<file path="config.mk">
export PLATFORM = sky130hd
export DESIGN_NAME = http_request_header_parser
export DESIGN_NICKNAME = d
export VERILOG_FILES = /design/src/sv/hrhp_pkg.sv /design/src/sv/hrhp_step.sv /design/src/sv/http_request_header_parser.sv
export VERILOG_INCLUDE_DIRS = /design/src /design/src/sv
export SDC_FILE = /design/constraint.sdc
export NUM_CORES = 1
export LEC_CHECK = 0
export BUFFER_PORTS_ARGS = -buffer_cell sky130_fd_sc_hd__buf_2
export CAP_MARGIN = 15
export CORE_MARGIN = 1.5
export CORE_UTILIZATION = 55
export DETAILED_ROUTE_END_ITERATION = 8
export PLACE_DENSITY = 0.76
export SLEW_MARGIN = 40
export SYNTH_ARGS = -nofsm -noshare
export SYNTH_HDL_FRONTEND = slang
export SYNTH_HIERARCHICAL = 1
export SYNTH_SLANG_ARGS = --single-unit
</file>
<file path="constraint.sdc">
create_clock -name clock -period 3.1 [get_ports clock]
set_input_delay 0.155 -clock clock [delete_from_list [all_inputs] [get_ports clock]]
set_output_delay 0.155 -clock clock [all_outputs]
set_load 0.03 [all_outputs]
</file>
<file path="src/sv/assert_macros.svh">
// Assertion macros shared by the request header parser RTL.
// Needs nothing else; SYNTH selects empty bodies for synthesis.
`ifndef ASSERT_MACROS_SVH
`define ASSERT_MACROS_SVH
`ifndef SYNTH
`define ASSERT_IMPLIES(label, clk, rst, ante, cons) \
   label: assert property (@(posedge clk) disable iff (rst) (ante) |-> (cons)) \
      else $error("assertion failed");
`define ASSERT_NEXT(label, clk, rst, ante, cons) \
   label: assert property (@(posedge clk) disable iff (rst) (ante) |=> (cons)) \
      else $error("assertion failed");
`else
`define ASSERT_IMPLIES(label, clk, rst, ante, cons)
`define ASSERT_NEXT(label, clk, rst, ante, cons)
`endif
`endif

</file>
<file path="src/sv/hrhp_pkg.sv">
// Package for the request header parser: phase, status and role codes,
// parser state type and byte class helpers. No dependencies.
package hrhp_pkg;

   localparam logic [3:0] PH_LEAD   = 4'd0;
   localparam logic [3:0] PH_METHOD = 4'd1;
   localparam logic [3:0] PH_GAP1   = 4'd2;
   localparam logic [3:0] PH_PATH   = 4'd3;
   localparam logic [3:0] PH_GAP2   = 4'd4;
   localparam logic [3:0] PH_PROTO  = 4'd5;
   localparam logic [3:0] PH_LINE   = 4'd6;
   localparam logic [3:0] PH_NAME   = 4'd7;
   localparam logic [3:0] PH_GAP3   = 4'd8;
   localparam logic [3:0] PH_VALUE  = 4'd9;
   localparam logic [3:0] PH_STOP   = 4'd10;

   localparam logic [1:0] ST_RUN  = 2'd0;
   localparam logic [1:0] ST_DONE = 2'd1;
   localparam logic [1:0] ST_REJ  = 2'd2;
   localparam logic [1:0] ST_END  = 2'd3;

   localparam logic [1:0] ROLE_IGNORED = 2'd0;
   localparam logic [1:0] ROLE_PATH    = 2'd1;
   localparam logic [1:0] ROLE_NAME    = 2'd2;
   localparam logic [1:0] ROLE_VALUE   = 2'd3;

   localparam logic [6:0] HDR_CAP       = 7'd125;
   localparam logic [6:0] MAX_HDR_RESET = 7'd125;
   localparam logic [3:0] METH_LEN      = 4'd3;
   localparam logic [3:0] PROTO_LEN     = 4'd8;

   localparam logic [7:0] CH_NUL   = 8'h00;
   localparam logic [7:0] CH_LF    = 8'h0A;
   localparam logic [7:0] CH_CR    = 8'h0D;
   localparam logic [7:0] CH_TAB   = 8'h09;
   localparam logic [7:0] CH_SPACE = 8'h20;
   localparam logic [7:0] CH_COLON = 8'h3A;
   localparam logic [7:0] CH_UPPER_A = 8'h41;
   localparam logic [7:0] CH_LOWER_Z = 8'h7A;

   typedef struct packed {
      logic [3:0] phase;
      logic [3:0] match_count;
      logic       mismatch;
      logic [6:0] hdr_count;
      logic       meth_good;
      logic       proto_good;
      logic [1:0] stat;
   } parse_state_type;

   function automatic logic [7:0] meth_char(input logic [1:0] idx);
      unique case (idx)
         2'd0:    meth_char = 8'h47; // G
         2'd1:    meth_char = 8'h45; // E
         default: meth_char = 8'h54; // T
      endcase
   endfunction

   function automatic logic [7:0] proto_char(input logic [2:0] idx);
      unique case (idx)
         3'd0:    proto_char = 8'h48; // H
         3'd1:    proto_char = 8'h54; // T
         3'd2:    proto_char = 8'h54; // T
         3'd3:    proto_char = 8'h50; // P
         3'd4:    proto_char = 8'h2F; // /
         3'd5:    proto_char = 8'h31; // 1
         3'd6:    proto_char = 8'h2E; // .
         default: proto_char = 8'h31; // 1
      endcase
   endfunction

   function automatic logic is_blank(input logic [7:0] b);
      is_blank = (b == CH_TAB) || (b == CH_SPACE);
   endfunction

   function automatic logic is_newline(input logic [7:0] b);
      is_newline = (b == CH_LF) || (b == CH_CR);
   endfunction

   function automatic logic is_letter(input logic [7:0] b);
      is_letter = (b >= CH_UPPER_A) && (b <= CH_LOWER_Z);
   endfunction

endpackage

</file>
<file path="src/sv/hrhp_step.sv">
// Per-byte parser step: next parser state, role and field end for one byte.
// Depends on hrhp_pkg.
module hrhp_step import hrhp_pkg::*; (
   input  logic [7:0]      byte_in,
   input  logic [6:0]      limit,
   input  parse_state_type cur,
   output parse_state_type nxt,
   output logic [1:0]      role,
   output logic            field_done
);

   logic       blank, newline, letter, at_end;
   logic [3:0] pm;
   logic       pmm;

   assign blank   = is_blank(byte_in);
   assign newline = is_newline(byte_in);
   assign letter  = is_letter(byte_in);
   assign at_end  = (byte_in == CH_NUL);

   // protocol match starts afresh on the first byte after the gap
   assign pm  = (cur.phase == PH_GAP2) ? 4'd0 : cur.match_count;
   assign pmm = (cur.phase == PH_GAP2) ? 1'b0 : cur.mismatch;

   always_comb begin
      nxt        = cur;
      role       = ROLE_IGNORED;
      field_done = 1'b0;
      unique case (cur.phase) inside
         PH_LEAD: begin
            if (!(blank || newline)) begin
               if (byte_in == meth_char(2'd0)) begin
                  nxt.match_count = 4'd1;
                  nxt.phase       = PH_METHOD;
               end else begin
                  nxt.stat  = ST_REJ;
                  nxt.phase = PH_STOP;
               end
            end
         end
         PH_METHOD: begin
            if (cur.match_count < METH_LEN) begin
               if (byte_in == meth_char(cur.match_count[1:0])) begin
                  nxt.match_count = cur.match_count + 4'd1;
               end else begin
                  nxt.stat  = ST_REJ;
                  nxt.phase = PH_STOP;
               end
            end else if (letter) begin
               nxt.stat  = ST_REJ;
               nxt.phase = PH_STOP;
            end else begin
               nxt.meth_good = 1'b1;
               if (at_end) begin
                  nxt.stat  = ST_END;
                  nxt.phase = PH_STOP;
               end else if (blank) begin
                  nxt.phase = PH_GAP1;
               end else begin
                  role      = ROLE_PATH;
                  nxt.phase = PH_PATH;
               end
            end
         end
         PH_GAP1: begin
            if (at_end) begin
               nxt.stat  = ST_END;
               nxt.phase = PH_STOP;
            end else if (blank) begin
               nxt.phase = PH_GAP1;
            end else begin
               role      = ROLE_PATH;
               nxt.phase = PH_PATH;
            end
         end
         PH_PATH: begin
            if (at_end) begin
               nxt.stat  = ST_END;
               nxt.phase = PH_STOP;
            end else if (blank) begin
               field_done = 1'b1;
               nxt.phase  = PH_GAP2;
            end else begin
               role = ROLE_PATH;
            end
         end
         PH_GAP2, PH_PROTO: begin
            if (at_end) begin
               nxt.stat  = ST_END;
               nxt.phase = PH_STOP;
            end else if (!(cur.phase == PH_GAP2 && blank)) begin
               nxt.phase       = PH_PROTO;
               nxt.match_count = pm;
               nxt.mismatch    = pmm;
               if (newline) begin
                  nxt.proto_good = !pmm && (pm == PROTO_LEN);
                  nxt.phase      = PH_LINE;
               end else if (pm >= PROTO_LEN) begin
                  nxt.mismatch = 1'b1;
               end else begin
                  nxt.mismatch    = pmm | (byte_in != proto_char(pm[2:0]));
                  nxt.match_count = pm + 4'd1;
               end
            end
         end
         PH_LINE: begin
            if (!newline) begin
               if (at_end || cur.hdr_count >= limit) begin
                  nxt.stat  = ST_DONE;
                  nxt.phase = PH_STOP;
               end else begin
                  nxt.hdr_count = cur.hdr_count + 7'd1;
                  if (byte_in == CH_COLON) begin
                     field_done = 1'b1;
                     nxt.phase  = PH_GAP3;
                  end else begin
                     role      = ROLE_NAME;
                     nxt.phase = PH_NAME;
                  end
               end
            end
         end
         PH_NAME: begin
            if (at_end) begin
               nxt.stat  = ST_END;
               nxt.phase = PH_STOP;
            end else if (byte_in == CH_COLON) begin
               field_done = 1'b1;
               nxt.phase  = PH_GAP3;
            end else begin
               role = ROLE_NAME;
            end
         end
         PH_GAP3, PH_VALUE: begin
            if (at_end) begin
               nxt.stat  = ST_END;
               nxt.phase = PH_STOP;
            end else if (newline) begin
               field_done = 1'b1;
               nxt.phase  = PH_LINE;
            end else if (!(cur.phase == PH_GAP3 && blank)) begin
               role      = ROLE_VALUE;
               nxt.phase = PH_VALUE;
            end
         end
         default: begin
            nxt.phase = PH_STOP;
         end
      endcase
   end

endmodule

</file>
<file path="src/sv/http_request_header_parser.sv">
// Request header parser top level: input register, per-byte step, result register.
// Depends on hrhp_pkg, hrhp_step and assert_macros.svh.
//
//   channel  dir  handshake           payload
//   req_     in   req_valid/req_stall req_byte_in
//   rsp_     out  rsp_valid/rsp_stall rsp_byte_out, rsp_role, rsp_field_done,
//                                     rsp_header_index, rsp_method_ok,
//                                     rsp_proto_ok, rsp_status
//   csr_     in   csr_valid/csr_ready csr_max_headers
//
// One byte per cycle unless rsp_stall holds; a byte goes via both registers to rsp_.
// The parser state update sits between the input and result registers.
// Synchronous reset clears state, valid flags and sets the header limit to 125.
// A stalled result holds; the input register then holds one byte before req_stall rises.
// csr_ready is always high.
module http_request_header_parser import hrhp_pkg::*; (
   input  logic       clock,
   input  logic       reset,
   input  logic       req_valid,
   output logic       req_stall,
   input  logic [7:0] req_byte_in,
   output logic       rsp_valid,
   input  logic       rsp_stall,
   output logic [7:0] rsp_byte_out,
   output logic [1:0] rsp_role,
   output logic       rsp_field_done,
   output logic [6:0] rsp_header_index,
   output logic       rsp_method_ok,
   output logic       rsp_proto_ok,
   output logic [1:0] rsp_status,
   input  logic       csr_valid,
   output logic       csr_ready,
   input  logic [6:0] csr_max_headers
);

   `include "assert_macros.svh"

   logic            in_valid_ff;
   logic [7:0]      in_byte_ff;
   parse_state_type st_ff, st_in;
   logic [6:0]      max_headers_ff;
   logic [6:0]      limit;
   logic [1:0]      role_in;
   logic            done_in;
   logic            out_free, advance;

   logic            rsp_valid_ff;
   logic [7:0]      rsp_byte_ff;
   logic [1:0]      rsp_role_ff;
   logic            rsp_done_ff;
   logic [6:0]      rsp_index_ff;
   logic            rsp_meth_ff;
   logic            rsp_proto_ff;
   logic [1:0]      rsp_status_ff;

   assign limit     = (max_headers_ff > HDR_CAP) ? HDR_CAP : max_headers_ff;
   assign out_free  = !rsp_valid_ff || !rsp_stall;
   assign advance   = in_valid_ff && out_free;
   assign req_stall = in_valid_ff && !out_free;
   assign csr_ready = 1'b1;

   hrhp_step u_step (
      .byte_in    (in_byte_ff),
      .limit      (limit),
      .cur        (st_ff),
      .nxt        (st_in),
      .role       (role_in),
      .field_done (done_in)
   );

   always_ff @(posedge clock) begin
      if (reset) begin
         max_headers_ff <= MAX_HDR_RESET;
      end else if (csr_valid && csr_ready) begin
         max_headers_ff <= csr_max_headers;
      end
   end

   // input register
   always_ff @(posedge clock) begin
      if (reset) begin
         in_valid_ff <= 1'b0;
      end else if (!req_stall) begin
         in_valid_ff <= req_valid;
      end
   end

   always_ff @(posedge clock) begin
      if (!req_stall && req_valid) begin
         in_byte_ff <= req_byte_in;
      end
   end

   // parser state
   always_ff @(posedge clock) begin
      if (reset) begin
         st_ff <= '{phase: PH_LEAD, match_count: 4'd0, mismatch: 1'b0,
                    hdr_count: 7'd0, meth_good: 1'b0, proto_good: 1'b0,
                    stat: ST_RUN};
      end else if (advance) begin
         st_ff <= st_in;
      end
   end

   // result register
   always_ff @(posedge clock) begin
      if (reset) begin
         rsp_valid_ff <= 1'b0;
      end else if (out_free) begin
         rsp_valid_ff <= in_valid_ff;
      end
   end

   always_ff @(posedge clock) begin
      if (advance) begin
         rsp_byte_ff   <= in_byte_ff;
         rsp_role_ff   <= role_in;
         rsp_done_ff   <= done_in;
         rsp_index_ff  <= st_in.hdr_count;
         rsp_meth_ff   <= st_in.meth_good;
         rsp_proto_ff  <= st_in.proto_good;
         rsp_status_ff <= st_in.stat;
      end
   end

   assign rsp_valid        = rsp_valid_ff;
   assign rsp_byte_out     = rsp_byte_ff;
   assign rsp_role         = rsp_role_ff;
   assign rsp_field_done   = rsp_done_ff;
   assign rsp_header_index = rsp_index_ff;
   assign rsp_method_ok    = rsp_meth_ff;
   assign rsp_proto_ok     = rsp_proto_ff;
   assign rsp_status       = rsp_status_ff;

   `ASSERT_IMPLIES(a_stop_phase, clock, reset, st_ff.stat != ST_RUN, st_ff.phase == PH_STOP)
   `ASSERT_IMPLIES(a_hdr_cap, clock, reset, 1'b1, st_ff.hdr_count <= HDR_CAP)
   `ASSERT_IMPLIES(a_proto_after_meth, clock, reset, st_ff.proto_good, st_ff.meth_good)
   `ASSERT_IMPLIES(a_done_ignored, clock, reset, rsp_valid_ff && rsp_done_ff,
                   rsp_role_ff == ROLE_IGNORED)

endmodule

</file>
Word level (Yosys, flattened, before mapping)
Index checks and enable logic that the tools add are counted.
{"block": "word_totals", "regBits": 59, "elab_cells": 177}
{"block": "classes", "add_sub_neg": 3, "magnitude_cmp": 6, "n_eq_ne": 36, "muxes": 81, "bitwise_logic": 3, "n_reduce_logical": 30}
{"op": "2-to-1 mux 4 bit", "count": 21}
{"op": "2-to-1 mux 8 bit", "count": 8}
{"op": "2-to-1 mux 2 bit", "count": 19}
{"op": "case mux 7 bit (5 select lines)", "count": 1}
{"op": "case mux 4 bit (8 select lines)", "count": 1}
{"op": "2-to-1 mux 7 bit", "count": 4}
{"op": "== test 8 x 4 -> 1 bit (second input constant)", "count": 3}
{"op": "2-to-1 mux 1 bit", "count": 19}
{"op": "== test 4 x 3 -> 1 bit (second input constant)", "count": 4}
{"op": "== test 8 x 6 -> 1 bit (second input constant)", "count": 2}
{"op": "AND reduction 8 bit", "count": 2}
{"op": "inequality test 2 bit (second input constant)", "count": 7}
{"op": "== test 4 bit (second input constant)", "count": 3}
{"op": "case mux 4 bit (3 select lines)", "count": 1}
{"op": "2-to-1 mux 5 bit", "count": 2}
{"op": "case mux 2 bit (5 select lines)", "count": 1}
{"op": "case mux 5 bit (2 select lines)", "count": 1}
{"op": "2-to-1 mux 9 bit", "count": 1}
{"op": "adder 4 x 1 -> 4 bit (second input constant)", "count": 2}
{"op": "== test 4 x 2 -> 1 bit (second input constant)", "count": 2}
{"op": "== test 8 x 7 -> 1 bit (second input constant)", "count": 1}
{"op": "== test 8 bit", "count": 1}
{"op": "greater-or-equal comparator 8 x 7 -> 1 bit (second input constant)", "count": 1}
{"op": "less-or-equal comparator 8 x 7 -> 1 bit (second input constant)", "count": 1}
{"op": "30 further kinds", "count": 51}

Logic depth before layout (Yosys ltp)
{"block": "logic_depth", "depth_word": 17, "depth_mapped": 14}

Cells and area by module
The synthesis kept the hierarchy.
{"module": "http_request_header_parser", "n_inst": 1, "cells_per_inst": 161, "area_per_inst_um2": 2207.1, "seq_area_each_um2": 1481.4}
{"module": "hrhp_step", "n_inst": 1, "cells_per_inst": 253, "area_per_inst_um2": 1585.3, "seq_area_each_um2": 0.0}

Worst setup path before layout
Ideal clock, no wire load.
{"block": "synth_timing", "kind": "flip-flop to flip-flop", "startpoint": "register st_ff[19] in the netlist's numbering", "endpoint": "register st_ff[11] in the netlist's numbering", "setup_ns": 0.119, "arrival_time_ns": 2.578, "required_time_ns": 2.981, "setup_slack_ns": 0.403, "stages_incl_launch_ff": 15, "cell_sequence": "dfxtp_1 -> buf_6 -> or4b_4 -> buf_2 -> nand2_1 -> inv_1 -> ha_1 -> o21ba_2 -> o221ai_1 -> xnor2_1 -> a211oi_1 -> nand4b_1 -> a32o_1 -> nand2b_1 -> mux2i_1"}
{"block": "synth_via", "elab_chain_len": 14, "elab_cells_between_ends": 26, "classes_between": "order compare: 1; eq/ne: 8; mux: 10; bitwise: 2; reduce/logical: 5"}
{"item": "start, declared", "line_no": "http_request_header_parser.sv:40", "text": "parse_state_type st_ff, st_in;"}
{"item": "start signal, assigned", "line_no": "http_request_header_parser.sv:97", "text": "st_ff <= '{phase: PH_LEAD, match_count: 4'd0, mismatch: 1'b0,"}
{"item": "start signal, assigned", "line_no": "http_request_header_parser.sv:101", "text": "st_ff <= st_in;"}
{"item": "== test 4 x 3 -> 1 bit", "line_no": "hrhp_step.sv:22, hrhp_step.sv:23, hrhp_step.sv:91"}
{"item": "2-to-1 mux 4 bit", "line_no": "hrhp_step.sv:22", "text": "assign pm = (cur.phase == PH_GAP2) ? 4'd0 : cur.match_count;"}
{"item": "== test 3 x 1 -> 1 bit / == test 3 x 2 -> 1 bit (equally long branches)", "line_no": "hrhp_pkg.sv:60", "text": "unique case (idx)"}
{"item": "OR reduction 2 bit (no line)"}
{"item": "case mux 7 bit (5 select lines)", "line_no": "hrhp_pkg.sv:60"}
{"item": "2-to-1 mux 8 bit", "line_no": "hrhp_step.sv:98", "text": "end else if (pm >= PROTO_LEN) begin"}
{"item": "2-to-1 mux 8 bit", "line_no": "hrhp_step.sv:95", "text": "if (newline) begin"}
{"item": "2-to-1 mux 8 bit", "line_no": "hrhp_step.sv:91", "text": "end else if (!(cur.phase == PH_GAP2 && blank)) begin"}
{"item": "2-to-1 mux 8 bit", "line_no": "hrhp_step.sv:88", "text": "if (at_end) begin"}
{"item": "2-to-1 mux 8 bit", "line_no": "hrhp_step.sv:29", "text": "unique case (cur.phase) inside"}
{"item": "inequality test 8 bit", "line_no": "hrhp_step.sv:101", "text": "nxt.mismatch = pmm | (byte_in != proto_char(pm[2:0]));"}
{"item": "OR 1 bit", "line_no": "hrhp_step.sv:101"}
{"item": "2-to-1 mux 1 bit", "line_no": "hrhp_step.sv:98"}
{"item": "2-to-1 mux 5 bit", "line_no": "hrhp_step.sv:95"}
Several ways; a longest one is shown, not always the timed one. The select of a mux whose other input is x is not followed.
A chain may end at the register's enable or synchronous reset.

Worst setup path in the final report
{"block": "layout_timing", "startpoint": "register st_ff[17] in the netlist's numbering", "endpoint": "register st_ff[11] in the netlist's numbering"}
Same word-level chain as after synthesis.

==> impl_metrics.json <==
{
  "clock_skew_ps": 8.14,
  "seq_area_frac_synth_pct": 39.1,
  "hold_path_end": "max_headers_ff[6]",
  "relSlewSlack_pct": 48.8,
  "critical_path_class": "flip-flop to flip-flop",
  "max_cap_violations": 0,
  "ant_nets": 0,
  "worstReg2RegEnd": "st_ff[11]",
  "r2r_slack_ps": 190,
  "synth_common_cells": "nand2b_1 (49), nand2_1 (33), edfxtp_1 (30)",
  "min_period_ps": 2910,
  "routed_wirelength_mm": 8.84,
  "setup_viol": 0,
  "numCtsBuffers": 9,
  "die_h_um": 86.0,
  "cts_tree": "done",
  "end_kind": "flip-flop",
  "holdPathStages": 2,
  "n_antenna_cell": 0,
  "reg2reg_depth": 12,
  "async_flop_share_pct": 0,
  "insertion_delay_ps": 360,
  "hold_path.class": "input pin to flip-flop",
  "syn-cell-area_sq_um": 3790,
  "die_area_sq_um": 7400,
  "finalHoldViolCount": 0,
  "path_cells": "or4b_4 -> nand2_1 -> inv_1 -> ha_1 -> o21ba_2 -> o221ai_1 -> xnor2_1 -> a211oi_1 -> nand4b_1 -> a32o_1 -> nand2b_1 -> mux2i_1",
  "arrival_ps": 3130,
  "synthCells": 414,
  "synth_seq_cells": 59,
  "slowest_delay_ps": 640,
  "yosysTopAreaCell": "edfxtp_1",
  "yosysTopAreaCellShare_pct": 23.8,
  "ys.flop_type": "edfxtp_1",
  "synth-edff-count": 30,
  "area_growth_pct": 15.1,
  "drc": 0,
  "grt_max_degree": 50,
  "io_pins": 45,
  "outcome": "complete, no violations",
  "cpLargestDelayFamily": "simple AND/OR/NAND/NOR gates",
  "first_pass_iters": 4,
  "rsz0062_at_grt": "false",
  "place_congestion": 0.994,
  "clk_path_buf_depth": 2,
  "reg2reg_from": "st_ff[17]",
  "grt_pass1_vias": 2827,
  "synth_area_leaders": "edfxtp_1 (24%), dfxtp_1 (15%), nand2b_1 (8.1%)",
  "path_clk_slew_ps": 70,
  "overflow": 0,
  "p_per_area_nw_per_um2": 426,
  "syn_avg_cell_area_sq_um": 9.16,
  "p_total_mw": 1.86,
  "detail_route.wl_per_cell_um": 16.1,
  "final_nets": 499,
  "final_layout_size_suffix_gt1_share_pct": 17.1,
  "timing.fmax_mhz": 343,
  "grt_pass1_wl_mm": 14.1,
  "start_util_pct": 56.4,
  "cp_slowest_cell": "or4b_4",
  "io_buffers": 43,
  "cts-root-buf": "clkbuf_8",
  "multi_input_area_sq_um": 2080,
  "core_area_sq_um": 6720,
  "drv_slew": 0,
  "h-tree-depth": 3,
  "seq_area_sq_um": 1480,
  "tightest_slew_ps": 765,
  "leakage_nw": 1.75,
  "cp_num_buf_inv": 1,
  "via_per_inst": 6.05,
  "fin_tns_setup_ps": 0,
  "cp_max_fo": 14,
  "start_kind": "flip-flop",
  "routed-via-count": 3323,
  "num-fill-cells": 569,
  "period_share_pct": 94.0,
  "cts_setup_buffers": 0,
  "dp_hpwl_mm": 5.77,
  "cts_sinks": 59,
  "yosysMostFrequentCell": "nand2b_1",
  "grt_usage_pct": 24.5,
  "first_iter_violations": 281,
  "std_cell_rows": 30,
  "yosysWarnings": 6,
  "hold_path_startpoint": "csr_max_headers[6]",
  "peakVddDrop_uv": 268,
  "worst_ep_required_time_ps": 3320,
  "synth_nets": 449,
  "die_width_um": 86.0,
  "antenna_found_initial": 0,
  "ys_types": 64
}
## worst max path at each step
stage                     startpoint        end  slack (ps)  cells after the start
final                      st_ff[17]  st_ff[11]         190                     12
after global routing       st_ff[17]  st_ff[11]         100                     12
after CTS                  st_ff[17]  st_ff[11]         290                     12
after detailed placement   st_ff[17]  st_ff[11]         310                     12
after global placement     st_ff[17]  st_ff[11]         420                     12
after floorplan            st_ff[19]  st_ff[11]         400                     14
## per-layer routing
layer  global-route usage [%]  part of all wire [%]  up-vias
met5                        0                     0        -
met4                     9.97                   2.3        0
met3                     6.74                   6.7       25
met2                     36.4                    45      134
met1                     33.6                    46     1567
li1                         -                     -     1597
## stage by stage
stage	cell area (sq um)	util [%]	worst slack, ps	std cells	hold slack [ps]
after global routing	4370	65.0	102	549	1.50
after floorplan	3790	-	403	414	254
final	4370	65.0	185	549	11.0
after global placement	4040	60.1	415	521	331
after detailed placement	4040	60.1	314	521	334
after CTS	4360	64.8	289	548	1.22
## cell usage in the layout, fill, tap and decap left out, types with 3 or more instances in the layout
| cell | synthesis | final |
|---|---|---|
| nor4_1 | 8 | 8 |
| a211o_1 | 7 | 7 |
| o21bai_1 | 3 | 3 |
| o22ai_1 | 4 | 4 |
| o21a_1 | 3 | 3 |
| clkinv_2 | 0 | 3 |
| nand2b_1 | 49 | 49 |
| a31oi_1 | 4 | 4 |
| nand2_1 | 33 | 33 |
| a21oi_1 | 17 | 17 |
| inv_1 | 19 | 19 |
| xnor2_1 | 6 | 6 |
| buf_2 | 9 | 43 |
| clkbuf_8 | 0 | 9 |
| nor2_1 | 23 | 23 |
| and3_1 | 3 | 3 |
| edfxtp_1 | 30 | 30 |
| o2111ai_1 | 4 | 4 |
| or3_1 | 4 | 4 |
| o31ai_1 | 4 | 4 |
| o21ai_0 | 17 | 17 |
| xor2_1 | 3 | 3 |
| ha_1 | 15 | 15 |
| nand4_1 | 4 | 4 |
| mux2i_1 | 22 | 22 |
| nor3_1 | 9 | 9 |
| buf_4 | 1 | 12 |
| nand3_1 | 14 | 14 |
| nor2b_1 | 10 | 10 |
| dfxtp_1 | 29 | 29 |
| dlygate4sd3_1 | 0 | 12 |
## area by class of cell
| cell class | count | share of cell area (%) |
|---|---|---|
| repair buffers | 67 | 9.74 |
| flip-flops and latches | 59 | 33.9 |
| inverters | 19 | 1.63 |
| clock inverters | 5 | 0.745 |
| clock buffers | 11 | 3.98 |
| well taps | 80 | 2.29 |
| multi-input cells | 308 | 47.7 |
## repair_timing
action                                 4_1_cts  5_1_grt
hold buffers                                11        1
endpoints found under the hold margin       11        1
resized for setup                            0        0
## registers in the layout, summed over array words and instances (netlist names), 2 cells and up
signal and cells:
rsp_header_index 7, rsp_status 2, in_byte_ff 8, rsp_role 2, st_ff 20, rsp_byte_out 8, max_headers_ff 7
## power by group
group	switching [mW]	leakage, nW	internal [mW]	total (mW)
Clock	0.333	0.109	0.385	0.718
Combinational	0.154	1.12	0.105	0.259
Sequential	0.0282	0.519	0.856	0.884
## cell families after synthesis
logic type | share of synthesized area, %
simple gates | 25.5
compound gates | 16.2
flops | 39.1
buf+inv | 6.04
mux | 6.10
fa+ha+maj | 4.95
xor+xnor | 2.08
other cells | 0.0989
No activity file was read; power rests on OpenSTA's default activity.
